<file path="src/rtl/prl_pkg.sv">
`timescale 1ns / 1ps
`default_nettype none

package prl_pkg;

    localparam int LIST_DEPTH  = 8;
    localparam int ID_BITS     = 16;
    localparam int ACTION_BITS = 2;
    localparam int COUNT_BITS  = $clog2(LIST_DEPTH + 1);
    localparam int POS_BITS    = $clog2(LIST_DEPTH);

    localparam logic [ACTION_BITS-1:0] ACT_ADD    = 2'd0;
    localparam logic [ACTION_BITS-1:0] ACT_MOVE   = 2'd1;
    localparam logic [ACTION_BITS-1:0] ACT_REMOVE = 2'd2;

    typedef struct packed {
        logic load;
        logic find;
        logic apply;
    } dp_cmd_t;

endpackage

`default_nettype wire

</file>
<file path="src/rtl/prl_datapath.sv">
`timescale 1ns / 1ps
`default_nettype none

module prl_datapath (
    input  wire logic                             clk,
    input  wire logic                             rst_n,
    input  wire prl_pkg::dp_cmd_t                 cmd,
    input  wire logic [prl_pkg::ACTION_BITS-1:0]  action,
    input  wire logic [prl_pkg::ID_BITS-1:0]      pane_id,
    output logic                                  was_present,
    output logic                                  evicted,
    output logic [prl_pkg::ID_BITS-1:0]           newest_id,
    output logic                                  list_empty,
    output logic [prl_pkg::COUNT_BITS-1:0]        entry_count
);
    import prl_pkg::*;

    logic [ACTION_BITS-1:0] action_reg;
    logic [ID_BITS-1:0]     id_reg;
    logic                   hit_reg;
    logic                   hit_next;
    logic [POS_BITS-1:0]    pos_reg;
    logic [POS_BITS-1:0]    pos_next;
    logic [ID_BITS-1:0]     entries_reg [LIST_DEPTH];
    logic [ID_BITS-1:0]     entries_next [LIST_DEPTH];
    logic [ID_BITS-1:0]     above [LIST_DEPTH];
    logic [COUNT_BITS-1:0]  count_reg;
    logic [COUNT_BITS-1:0]  count_next;
    logic                   was_present_reg;
    logic                   evicted_reg;

    logic                   is_add;
    logic                   is_move;
    logic                   is_remove;
    logic                   do_append;
    logic                   do_delete;
    logic                   del_mid;
    logic                   evict;
    logic                   full;
    logic [POS_BITS-1:0]    del_pos;
    logic [COUNT_BITS-1:0]  cnt_del;
    logic [COUNT_BITS-1:0]  top_idx;
    logic [COUNT_BITS-1:0]  newest_idx;
    logic [LIST_DEPTH-1:0]  match;

    // operand latch
    always_ff @(posedge clk)
    begin
        if (cmd.load)
        begin
            action_reg <= action;
            id_reg     <= pane_id;
        end
    end

    // oldest valid match
    always_comb
    begin
        hit_next = 1'b0;
        pos_next = '0;
        for (int i = 0; i < LIST_DEPTH; i++)
        begin
            match[i] = (COUNT_BITS'(i) < count_reg) && (entries_reg[i] == id_reg);
        end
        for (int i = LIST_DEPTH - 1; i >= 0; i--)
        begin
            if (match[i])
            begin
                hit_next = 1'b1;
                pos_next = POS_BITS'(i);
            end
        end
    end

    always_ff @(posedge clk)
    begin
        if (cmd.find)
        begin
            hit_reg <= hit_next;
            pos_reg <= pos_next;
        end
    end

    genvar g;
    generate
        for (g = 0; g < LIST_DEPTH; g++)
        begin : g_above
            if (g < LIST_DEPTH - 1)
            begin : g_mid
                assign above[g] = entries_reg[g+1];
            end
            else
            begin : g_top
                assign above[g] = '0;
            end
        end
    endgenerate

    // delete then append
    always_comb
    begin
        is_add     = (action_reg == ACT_ADD);
        is_move    = (action_reg == ACT_MOVE);
        is_remove  = (action_reg == ACT_REMOVE);
        do_append  = is_add || is_move;
        full       = (count_reg == COUNT_BITS'(LIST_DEPTH));
        del_mid    = hit_reg && (is_move || is_remove);
        evict      = do_append && full && !del_mid;
        do_delete  = del_mid || evict;
        del_pos    = evict ? '0 : pos_reg;
        cnt_del    = count_reg - COUNT_BITS'(do_delete);
        count_next = cnt_del + COUNT_BITS'(do_append);
        top_idx    = count_reg - COUNT_BITS'(1);
        for (int i = 0; i < LIST_DEPTH; i++)
        begin
            if (do_append && (COUNT_BITS'(i) == cnt_del))
                entries_next[i] = id_reg;
            else if (do_delete && (COUNT_BITS'(i) == top_idx))
                entries_next[i] = '0;
            else if (do_delete && (POS_BITS'(i) >= del_pos) && (COUNT_BITS'(i) < top_idx))
                entries_next[i] = above[i];
            else
                entries_next[i] = entries_reg[i];
        end
    end

    always_ff @(posedge clk or negedge rst_n)
    begin
        if (!rst_n)
        begin
            count_reg       <= '0;
            was_present_reg <= 1'b0;
            evicted_reg     <= 1'b0;
            for (int i = 0; i < LIST_DEPTH; i++)
            begin
                entries_reg[i] <= '0;
            end
        end
        else if (cmd.apply)
        begin
            count_reg       <= count_next;
            was_present_reg <= hit_reg;
            evicted_reg     <= evict;
            for (int i = 0; i < LIST_DEPTH; i++)
            begin
                entries_reg[i] <= entries_next[i];
            end
        end
    end

    assign newest_idx  = count_reg - COUNT_BITS'(1);
    assign list_empty  = (count_reg == '0);
    assign newest_id   = list_empty ? '0 : entries_reg[newest_idx[POS_BITS-1:0]];
    assign entry_count = count_reg;
    assign was_present = was_present_reg;
    assign evicted     = evicted_reg;

    a_count_range: assert property (@(posedge clk) disable iff (!rst_n)
        count_reg <= COUNT_BITS'(LIST_DEPTH))
        else $error("entry count above depth");

    a_evict_full: assert property (@(posedge clk) disable iff (!rst_n)
        evicted_reg |-> count_reg == COUNT_BITS'(LIST_DEPTH))
        else $error("eviction reported on a list that is not full");

    a_free_slot_zero: assert property (@(posedge clk) disable iff (!rst_n)
        (count_reg != COUNT_BITS'(LIST_DEPTH)) |-> entries_reg[LIST_DEPTH-1] == '0)
        else $error("free top slot not cleared");

endmodule

`default_nettype wire

</file>
<file path="src/rtl/prl_controller.sv">
`timescale 1ns / 1ps
`default_nettype none

module prl_controller (
    input  wire logic          clk,
    input  wire logic          rst_n,
    input  wire logic          start,
    output logic               busy,
    output logic               done,
    output prl_pkg::dp_cmd_t   cmd
);
    import prl_pkg::*;

    localparam logic [1:0] S_IDLE   = 2'd0;
    localparam logic [1:0] S_FIND   = 2'd1;
    localparam logic [1:0] S_APPLY  = 2'd2;
    localparam logic [1:0] S_REPORT = 2'd3;

    logic [1:0] state_reg;
    logic [1:0] state_next;
    logic       accept;

    always_comb
    begin
        accept = start && (state_reg inside {S_IDLE, S_REPORT});
        case (state_reg)
            S_IDLE:   state_next = accept ? S_FIND : S_IDLE;
            S_FIND:   state_next = S_APPLY;
            S_APPLY:  state_next = S_REPORT;
            S_REPORT: state_next = accept ? S_FIND : S_IDLE;
            default:  state_next = S_IDLE;
        endcase
    end

    always_ff @(posedge clk or negedge rst_n)
    begin
        if (!rst_n)
            state_reg <= S_IDLE;
        else
            state_reg <= state_next;
    end

    assign busy      = (state_reg == S_FIND) || (state_reg == S_APPLY);
    assign done      = (state_reg == S_REPORT);
    assign cmd.load  = accept;
    assign cmd.find  = (state_reg == S_FIND);
    assign cmd.apply = (state_reg == S_APPLY);

    a_latency: assert property (@(posedge clk) disable iff (!rst_n)
        (start && !busy) |-> ##3 done)
        else $error("result not reported three cycles after accept");

    a_single_strobe: assert property (@(posedge clk) disable iff (!rst_n)
        done |=> !done)
        else $error("result strobe longer than one cycle");

    a_apply_then_done: assert property (@(posedge clk) disable iff (!rst_n)
        cmd.apply |=> done && !busy)
        else $error("update not followed by result strobe");

endmodule

`default_nettype wire

</file>
<file path="src/rtl/pane_recency_list.sv">
`timescale 1ns / 1ps
`default_nettype none

// pane_recency_list: most-recently-used list of pane identifiers, oldest first
// command channel: a word (action, pane_id) is taken at a rising edge with
//   start high and busy low
// actions: add as newest, move to newest, remove; move of an absent id acts as add
// result channel: done is high for exactly one cycle with was_present, evicted,
//   newest_id, list_empty and entry_count valid; the receiver cannot stall it
// done rises after the find and apply states that follow the accepting edge
// a new word is refused while busy is high; one may be taken while done is high
// the steps are a match search over all slots, then one shift and append update
// reset clears the list to empty and the controller to idle, with done low

module pane_recency_list (
    input  wire logic                             clk,
    input  wire logic                             rst_n,
    input  wire logic                             start,
    output logic                                  busy,
    input  wire logic [prl_pkg::ACTION_BITS-1:0]  action,
    input  wire logic [prl_pkg::ID_BITS-1:0]      pane_id,
    output logic                                  done,
    output logic                                  was_present,
    output logic                                  evicted,
    output logic [prl_pkg::ID_BITS-1:0]           newest_id,
    output logic                                  list_empty,
    output logic [prl_pkg::COUNT_BITS-1:0]        entry_count
);
    import prl_pkg::*;

    dp_cmd_t cmd;

    prl_controller u_ctrl (
        .clk   (clk),
        .rst_n (rst_n),
        .start (start),
        .busy  (busy),
        .done  (done),
        .cmd   (cmd)
    );

    prl_datapath u_dp (
        .clk         (clk),
        .rst_n       (rst_n),
        .cmd         (cmd),
        .action      (action),
        .pane_id     (pane_id),
        .was_present (was_present),
        .evicted     (evicted),
        .newest_id   (newest_id),
        .list_empty  (list_empty),
        .entry_count (entry_count)
    );

endmodule

`default_nettype wire
</file>
<file path="config.mk">
export PLATFORM = sky130hd
export DESIGN_NAME = pane_recency_list
export DESIGN_NICKNAME = d
export VERILOG_FILES = /design/src/rtl/prl_pkg.sv /design/src/rtl/prl_datapath.sv /design/src/rtl/prl_controller.sv /design/src/rtl/pane_recency_list.sv
export SDC_FILE = /design/constraint.sdc
export NUM_CORES = 1
export LEC_CHECK = 0
export BUFFER_PORTS_ARGS = -buffer_cell sky130_fd_sc_hd__buf_2
export CORE_MARGIN = 5
export CORE_UTILIZATION = 60
export DETAILED_ROUTE_END_ITERATION = 8
export PLACE_DENSITY = 0.78
export SYNTH_ARGS = -nofsm -noshare
export SYNTH_HDL_FRONTEND = slang
export SYNTH_SLANG_ARGS = --single-unit
export TNS_END_PERCENT = 10
</file>
<file path="constraint.sdc">
create_clock -name clk -period 4.8 [get_ports clk]
set_input_delay 0.24 -clock clk [delete_from_list [all_inputs] [get_ports clk]]
set_output_delay 0.24 -clock clk [all_outputs]
set_load 0.05 [all_outputs]
</file>
======== Word level (Yosys, flattened, before mapping) ========
Cells that the tools add are included.
W data, S select, Z words.
word-level totals
  register bits ........................... 158
  bits of input ports ..................... 21
  output and inout bits ................... 25
  word-level logic and storage cells ...... 189
operators by class
  add/sub/neg operators ................... 3
  $lt $le $gt $ge ......................... 25
  equality and inequality tests ........... 28
  muxes and demuxes ....................... 39
  bitwise logic cells ..................... 1
  reduce and logical (&&, ||, !) cells .... 75
operators by type and width
  kind                  count
  $mux W16              27
  $eq A16 B16 Y1        8
  $bmux W16 S3          1
  $logic_and A1 B1 Y1   44
  $eq A3 B4 Y1 const A  8
  $lt A3 B4 Y1 const A  8
  $reduce_bool A3 Y1    8
  $eq A2 B4 Y1 const A  4
  $lt A1 B4 Y1 const A  4
  $lt A2 B4 Y1 const A  4
  $reduce_and A2 Y1     8
  $mux W3               5
  $ge A3 B3 Y1 const A  4
  $logic_not A4 Y1      3
  $eq A1 B4 Y1 const A  2
  $reduce_or A7 Y1      1
  $eq A2 B2 Y1 const B  3
  $ge A1 B3 Y1 const A  2
  $ge A2 B3 Y1 const A  2
  $pmux W2 S3           1
  $add A4 B1 Y4         1
  $eq A2 B1 Y1 const B  2
  $eq A4 B4 Y1 const B  1
  $ge A4 B4 Y1 const B  1
  11 further kinds      19

======== Depth between registers and ports, before layout ========
  depth in word-level cells ............... 12
  mapped depth ............................ 16

======== Cells and area by module ========
Synthesis repeated with hierarchy kept, for this count alone.
second synthesis, totals
  cell total of the unflattened synthesis .. 948
  area, all modules ....................... 10,239.8 sq um
modules (own cells, without submodules)
  module          instances  cells an instance  area each (sq um)
  prl_datapath    1          935                10,104.7
  prl_controller  1          13                 135.1

======== Worst setup path after synthesis ========
No wires, ideal clock.
  path type ............................... register to register
  start point ............................. reg u_dp.count_reg[0], in the netlist u_dp.entry_count[0]
  end point ............................... reg u_dp.entries_reg, in the netlist u_dp.above[86]
  data arrival time ....................... 3.832 ns
  required time ........................... 4.673 ns
  slack ................................... 0.841 ns
  cell stages (with the launch flop) ...... 16
  buffers on the path ..................... 4
  period minus slack after synthesis ...... 3.959 ns
  cells stage by stage .................... dfrtp_1 > buf_2 > inv_1 > ha_1 > nor2b_2 > a32oi_2 > inv_2 > ha_1 > ha_1 > clkbuf_1 > a22o_1 > and2_1 > buf_6 > o31ai_4 > buf_6 > mux2_1
between the ends
  longest elaborated chain between the ends .. 9
  elaborated cells between the ends (all ways) .. 19
  classes of those cells .................. 2 x add/sub; 2 x order compare; 3 x eq/ne; 3 x mux; 9 x reduce/logical
ends and longest elaborated chain
  item                                                 line                                      RTL
  start, declared                                      prl_datapath.sv:27                        logic [COUNT_BITS-1:0] count_reg;
  start signal, assigned                               prl_datapath.sv:141                       count_reg <= count_next;
  $eq A4 B4 Y1                                         prl_datapath.sv:106                       full = (count_reg == COUNT_BITS'(LIST_DEPTH));
  $logic_and A1 B1 Y1 (2 in series)                    prl_datapath.sv:108                       evict = do_append && full && !del_mid;
  $logic_or A1 B1 Y1 or $mux W3 (tied branches)        prl_datapath.sv:109, prl_datapath.sv:110
  $sub A4 B1 Y4 or $ge A2 B3 Y1 (tied branches)        prl_datapath.sv:111, prl_datapath.sv:120
  $eq A2 B4 Y1 or $logic_and A1 B1 Y1 (tied branches)  prl_datapath.sv:116, prl_datapath.sv:120
  $logic_and A1 B1 Y1, on equally long branches        prl_datapath.sv:116, prl_datapath.sv:120
  $reduce_bool A3 Y1 (no line)                         --
  $reduce_and A2 Y1 (no line)                          --
  end signal, assigned by index                        prl_datapath.sv:146                       entries_reg[i] <= entries_next[i];
  end, declared                                        prl_datapath.sv:24                        logic [ID_BITS-1:0] entries_reg [LIST_DEPTH];
Several ways; a longest one is shown, not always the timed one.
A chain may end at the register's enable or synchronous reset.

======== Worst setup path after layout ========
  start point ............................. reg u_dp.count_reg[1], in the netlist u_dp.entry_count[1]
  end point ............................... reg u_dp.entries_reg, in the netlist u_dp.above[83]
Same word-level chain as after synthesis.

==> impl_results.rst <==
.. list-table::
   :header-rows: 1

   * - Metric
     - Value
   * - Initial antenna violation count
     - 0
   * - Via count
     - 7863
   * - # fillers
     - 1273
   * - VDD IR max
     - 0.5862 mV
   * - Total net switching power
     - 3.762 mW
   * - DRC marker count from the first detailed-route iteration
     - 858
   * - Slew margin rel.
     - 0.1366
   * - Outcome
     - finished, final reports clean
   * - Clock period minus final worst setup slack
     - 4227 ps
   * - Max-cap violations
     - 0
   * - Max FFs per register
     - 112
   * - Beginning of the critical path
     - u_dp.entry_count[1]
   * - Max Clock Freq
     - 0.2366 GHz
   * - Drc violations
     - 0
   * - Number of flops mapped to enable cells by yosys
     - 22
   * - Detailed-router iteration count before antenna repair
     - 5
   * - Layout-stage area growth over the synthesis result
     - 9.887%
   * - Proportion of netlist area held by the largest area contributor
     - 0.3312
   * - Post-synth cell types
     - 62
   * - Worst-case setup margin in the final layout
     - 573.3 ps
   * - Core Footprint
     - 16700 um^2
   * - Leakage Power
     - 5.161 nW
   * - CTS tree
     - built
   * - Arr. time, crit path
     - 4540 ps
   * - Row cnt
     - 47
   * - Buffer depth of the longest clock path
     - 2
   * - Most used flip-flop cell after synthesis
     - sky130_fd_sc_hd__dfrtp_1
   * - Die X-Extent
     - 140.9 um
   * - Number of primary I/O pins
     - 46
   * - Share of the clock period used by the worst path after layout
     - 0.8806
   * - Final count of pins violating max slew
     - 0
   * - Register cell area after layout
     - 4065 um^2
   * - Hold Vio Cnt, Final
     - 0
   * - Endpoint type of the worst setup path
     - register
   * - Detail Route Antenna Nets
     - 0
   * - Endpoint required time on the critical path
     - 5110 ps
   * - IO buf count
     - 45
   * - Non-filler cells, final
     - 1141
   * - Largest net degree at the start of global routing
     - 106
   * - Multi-input gate area in the final layout
     - 5742 um^2
   * - Average instance area after synthesis
     - 11.60 um^2
   * - Clock latency on the worst-skew pair
     - 440 ps
   * - Starting Density
     - 0.6153
   * - Portion of total power attributed to the clock network
     - 0.166
   * - Share of async-settable or async-resettable flops after synthesis
     - 0.8608
   * - Switching portion of total power
     - 0.4688
   * - Worst slack at placement
     - 657.5 ps
   * - Kind of launch point of the worst setup path
     - register
   * - Placed cell area
     - 10520 um^2
   * - Die span in y
     - 140.9 um
   * - Antenna diode instance count
     - 0
   * - Routed wirelength normalized by instance count
     - 26.14 um
   * - Global-route wire length before repair
     - 47.21 mm
   * - Net count after synthesis
     - 922
   * - Total clock buffers created by CTS
     - 17
   * - Fraction of final layout cells with drive strength greater than 1
     - 0.2432
   * - Top area cells in the synthesized netlist
     - sky130_fd_sc_hd__dfrtp_1 33%, sky130_fd_sc_hd__a22o_1 11%, sky130_fd_sc_hd__mux2_2 7.9%
   * - Synthesis-stage register bit count
     - 158
   * - NumNets Final
     - 944
   * - Clock tree sinks
     - 158
   * - Cell Count Post-Placement
     - 1090
   * - Sequential share of power
     - 0.317
   * - Share of the yosys chip area belonging to registers
     - 0.3955
   * - Setup repair after global routing missed its margin
     - no
   * - Count of yosys warnings during synthesis
     - 0
   * - Number of vias per cell after detailed routing
     - 6.891
   * - Finished Core Util
     - 0.6761
   * - Startpoint of the worst-slack reg-to-reg timing path
     - u_dp.entry_count[1]
   * - Residual overflow from global routing
     - 0
   * - Pwr dens
     - 710.6 nW/um^2
   * - Global-route total usage across every layer
     - 0.3095
   * - H-tree level count
     - 4
   * - Root Driver
     - sky130_fd_sc_hd__clkbuf_16
   * - Worst Path Max Fanout
     - 17
   * - Clock-pin slew on the worst setup and hold paths
     - 70 ps
   * - Final-layout setup total negative slack
     - 0 ps
   * - Hold Worst Slack
     - 476.3 ps
   * - Post-Route WL
     - 29.82 mm
   * - Path class of the lowest-slack min-delay path
     - input pin to asynchronous set/reset pin
   * - Clock Skew
     - 11.83 ps
   * - Via count of the first global-routing pass
     - 7801
   * - Cell area after layout
     - 11290 um^2
   * - Area of the die
     - 19840 um^2
   * - Estimated wirelength of the detail-placed design
     - 20.02 mm
   * - Cell type with the highest aggregate area in the netlist
     - sky130_fd_sc_hd__dfrtp_1
   * - Cell Int Power
     - 4.262 mW
   * - Number of setup violations in the final report
     - 0
   * - Class of the most critical setup path
     - register to register
   * - Count of mapped cells out of synthesis
     - 886
   * - Post-CTS setup-driven buffer insertion count
     - 0
   * - Least-Margin Pin Slew
     - 1295 ps
   * - Share of total power in combinational logic
     - 0.516
   * - Area of the mapped netlist
     - 10280 um^2
   * - RePlAce Congestion
     - 0.9714
   * - Pwr Total
     - 8.024 mW
-- worst max-delay path: stages (launching register included) --
cell,delay [ps]
sky130_fd_sc_hd__dfrtp_1,520
sky130_fd_sc_hd__inv_1,190
sky130_fd_sc_hd__ha_1,240
sky130_fd_sc_hd__nor2b_2,170
sky130_fd_sc_hd__a32oi_2,310
sky130_fd_sc_hd__inv_2,140
sky130_fd_sc_hd__ha_1,230
sky130_fd_sc_hd__ha_1,290
sky130_fd_sc_hd__a22o_1,320
sky130_fd_sc_hd__and2_1,390
sky130_fd_sc_hd__o31ai_4,850
sky130_fd_sc_hd__mux2_2,430
-- cells by family after synthesis --
logic type / count (synthesis) / share of synthesized area
muxes: 145 / 0.1940
buffers and inverters: 96 / 0.04627
and+or+nand+nor: 147 / 0.07573
DFF: 158 / 0.3955
adders and majority gates: 15 / 0.01826
xor gates and xnor gates: 135 / 0.1158
AOI/OAI and AO/OA: 190 / 0.1545
-- path summary, 6_finish.rpt --
check / end / slack, ps / depth (start not counted)
setup reg to reg: u_dp.above[83] / 570 / 11
min in group clk: u_dp.evicted / 480 / 2
hold / removal: u_ctrl.state_reg[1] / 480 / 2
max in group asynchronous: u_dp.above[48] / 3170 / 3
hold reg to reg: u_dp.evicted / 480 / 2
setup / recovery: u_dp.above[83] / 570 / 11
-- power groups by stage --
stage	registers (mW)	logic [mW]	clock network, mW
detailed placement	2.54	4.02	0
finish	2.55	4.14	1.33
floorplan	2.22	3.23	0
CTS	2.52	4.07	1.34
global placement	2.52	3.97	0
global route	2.59	4.38	1.42
-- routing by layer --
| layer | GRT usage | wire length [um] | vias up |
|---|---|---|---|
| met4 | 0.07649 | 709 | 0 |
| li1 | - | - | 3337 |
| met5 | 0 | 0 | - |
| met1 | 0.4366 | 12130 | 3994 |
| met3 | 0.07044 | 2743 | 60 |
| met2 | 0.4902 | 14240 | 472 |
-- Yosys cell counts, types with 3 or more instances --
cell and instances:
sky130_fd_sc_hd__a22o_1 129, sky130_fd_sc_hd__a21oi_1 24, sky130_fd_sc_hd__clkbuf_1 30, sky130_fd_sc_hd__nand4_1 15
sky130_fd_sc_hd__mux2_1 41, sky130_fd_sc_hd__mux4_2 32, sky130_fd_sc_hd__xor2_1 77, sky130_fd_sc_hd__buf_2 23
sky130_fd_sc_hd__ha_1 15, sky130_fd_sc_hd__nor2_1 20, sky130_fd_sc_hd__nor4_1 19, sky130_fd_sc_hd__edfxtp_1 22
sky130_fd_sc_hd__buf_1 14, sky130_fd_sc_hd__buf_4 7, sky130_fd_sc_hd__mux2_2 72, sky130_fd_sc_hd__a32oi_2 3
sky130_fd_sc_hd__nand2_1 43, sky130_fd_sc_hd__buf_6 8, sky130_fd_sc_hd__o21ai_0 7, sky130_fd_sc_hd__nand3_1 9
sky130_fd_sc_hd__nor3_1 11, sky130_fd_sc_hd__nor3b_1 4, sky130_fd_sc_hd__inv_1 12, sky130_fd_sc_hd__nand2b_1 4
sky130_fd_sc_hd__nor2b_1 4, sky130_fd_sc_hd__xnor2_1 57, sky130_fd_sc_hd__a21o_1 4, sky130_fd_sc_hd__dfrtp_1 136
sky130_fd_sc_hd__and3_1 3
-- cells in the final DEF (no fill, tap or decap), types with 7 or more instances in the layout --
| cell | synthesis | layout |
|---|---|---|
| sky130_fd_sc_hd__a21oi_1 | 24 | 24 |
| sky130_fd_sc_hd__nor2_1 | 20 | 20 |
| sky130_fd_sc_hd__ha_1 | 15 | 15 |
| sky130_fd_sc_hd__xnor2_1 | 57 | 57 |
| sky130_fd_sc_hd__mux2_2 | 72 | 72 |
| sky130_fd_sc_hd__nor3_1 | 11 | 10 |
| sky130_fd_sc_hd__dlygate4sd3_1 | 0 | 19 |
| sky130_fd_sc_hd__buf_4 | 7 | 21 |
| sky130_fd_sc_hd__nor4_1 | 19 | 19 |
| sky130_fd_sc_hd__dfrtp_1 | 136 | 135 |
| sky130_fd_sc_hd__mux4_2 | 32 | 32 |
| sky130_fd_sc_hd__buf_2 | 23 | 44 |
| sky130_fd_sc_hd__clkbuf_16 | 0 | 18 |
| sky130_fd_sc_hd__a22o_1 | 129 | 129 |
| sky130_fd_sc_hd__o21ai_0 | 7 | 7 |
| sky130_fd_sc_hd__mux2_1 | 41 | 41 |
| sky130_fd_sc_hd__nand4_1 | 15 | 15 |
| sky130_fd_sc_hd__xor2_1 | 77 | 77 |
| sky130_fd_sc_hd__nand2_1 | 43 | 43 |
| sky130_fd_sc_hd__inv_1 | 12 | 12 |
| sky130_fd_sc_hd__edfxtp_1 | 22 | 22 |
| sky130_fd_sc_hd__nand3_1 | 9 | 9 |
-- area by class of cell --
class / instances / area share
Multi-Input combinational cell: 632 / 0.5085
Timing Repair Buffer: 85 / 0.05130
Clock buffer: 21 / 0.04266
Clock inverter: 11 / 0.008532
Tap cell: 220 / 0.02438
Sequential cell: 158 / 0.3600
Inverter: 14 / 0.004654
-- what timing repair did --
item | 4_1_cts | 5_1_grt
endpoints found under the hold margin | 71 | 0
hold buffers | 19 | 0
gates resized for setup | 0 | 0
Power figures use the tool's default switching activity.
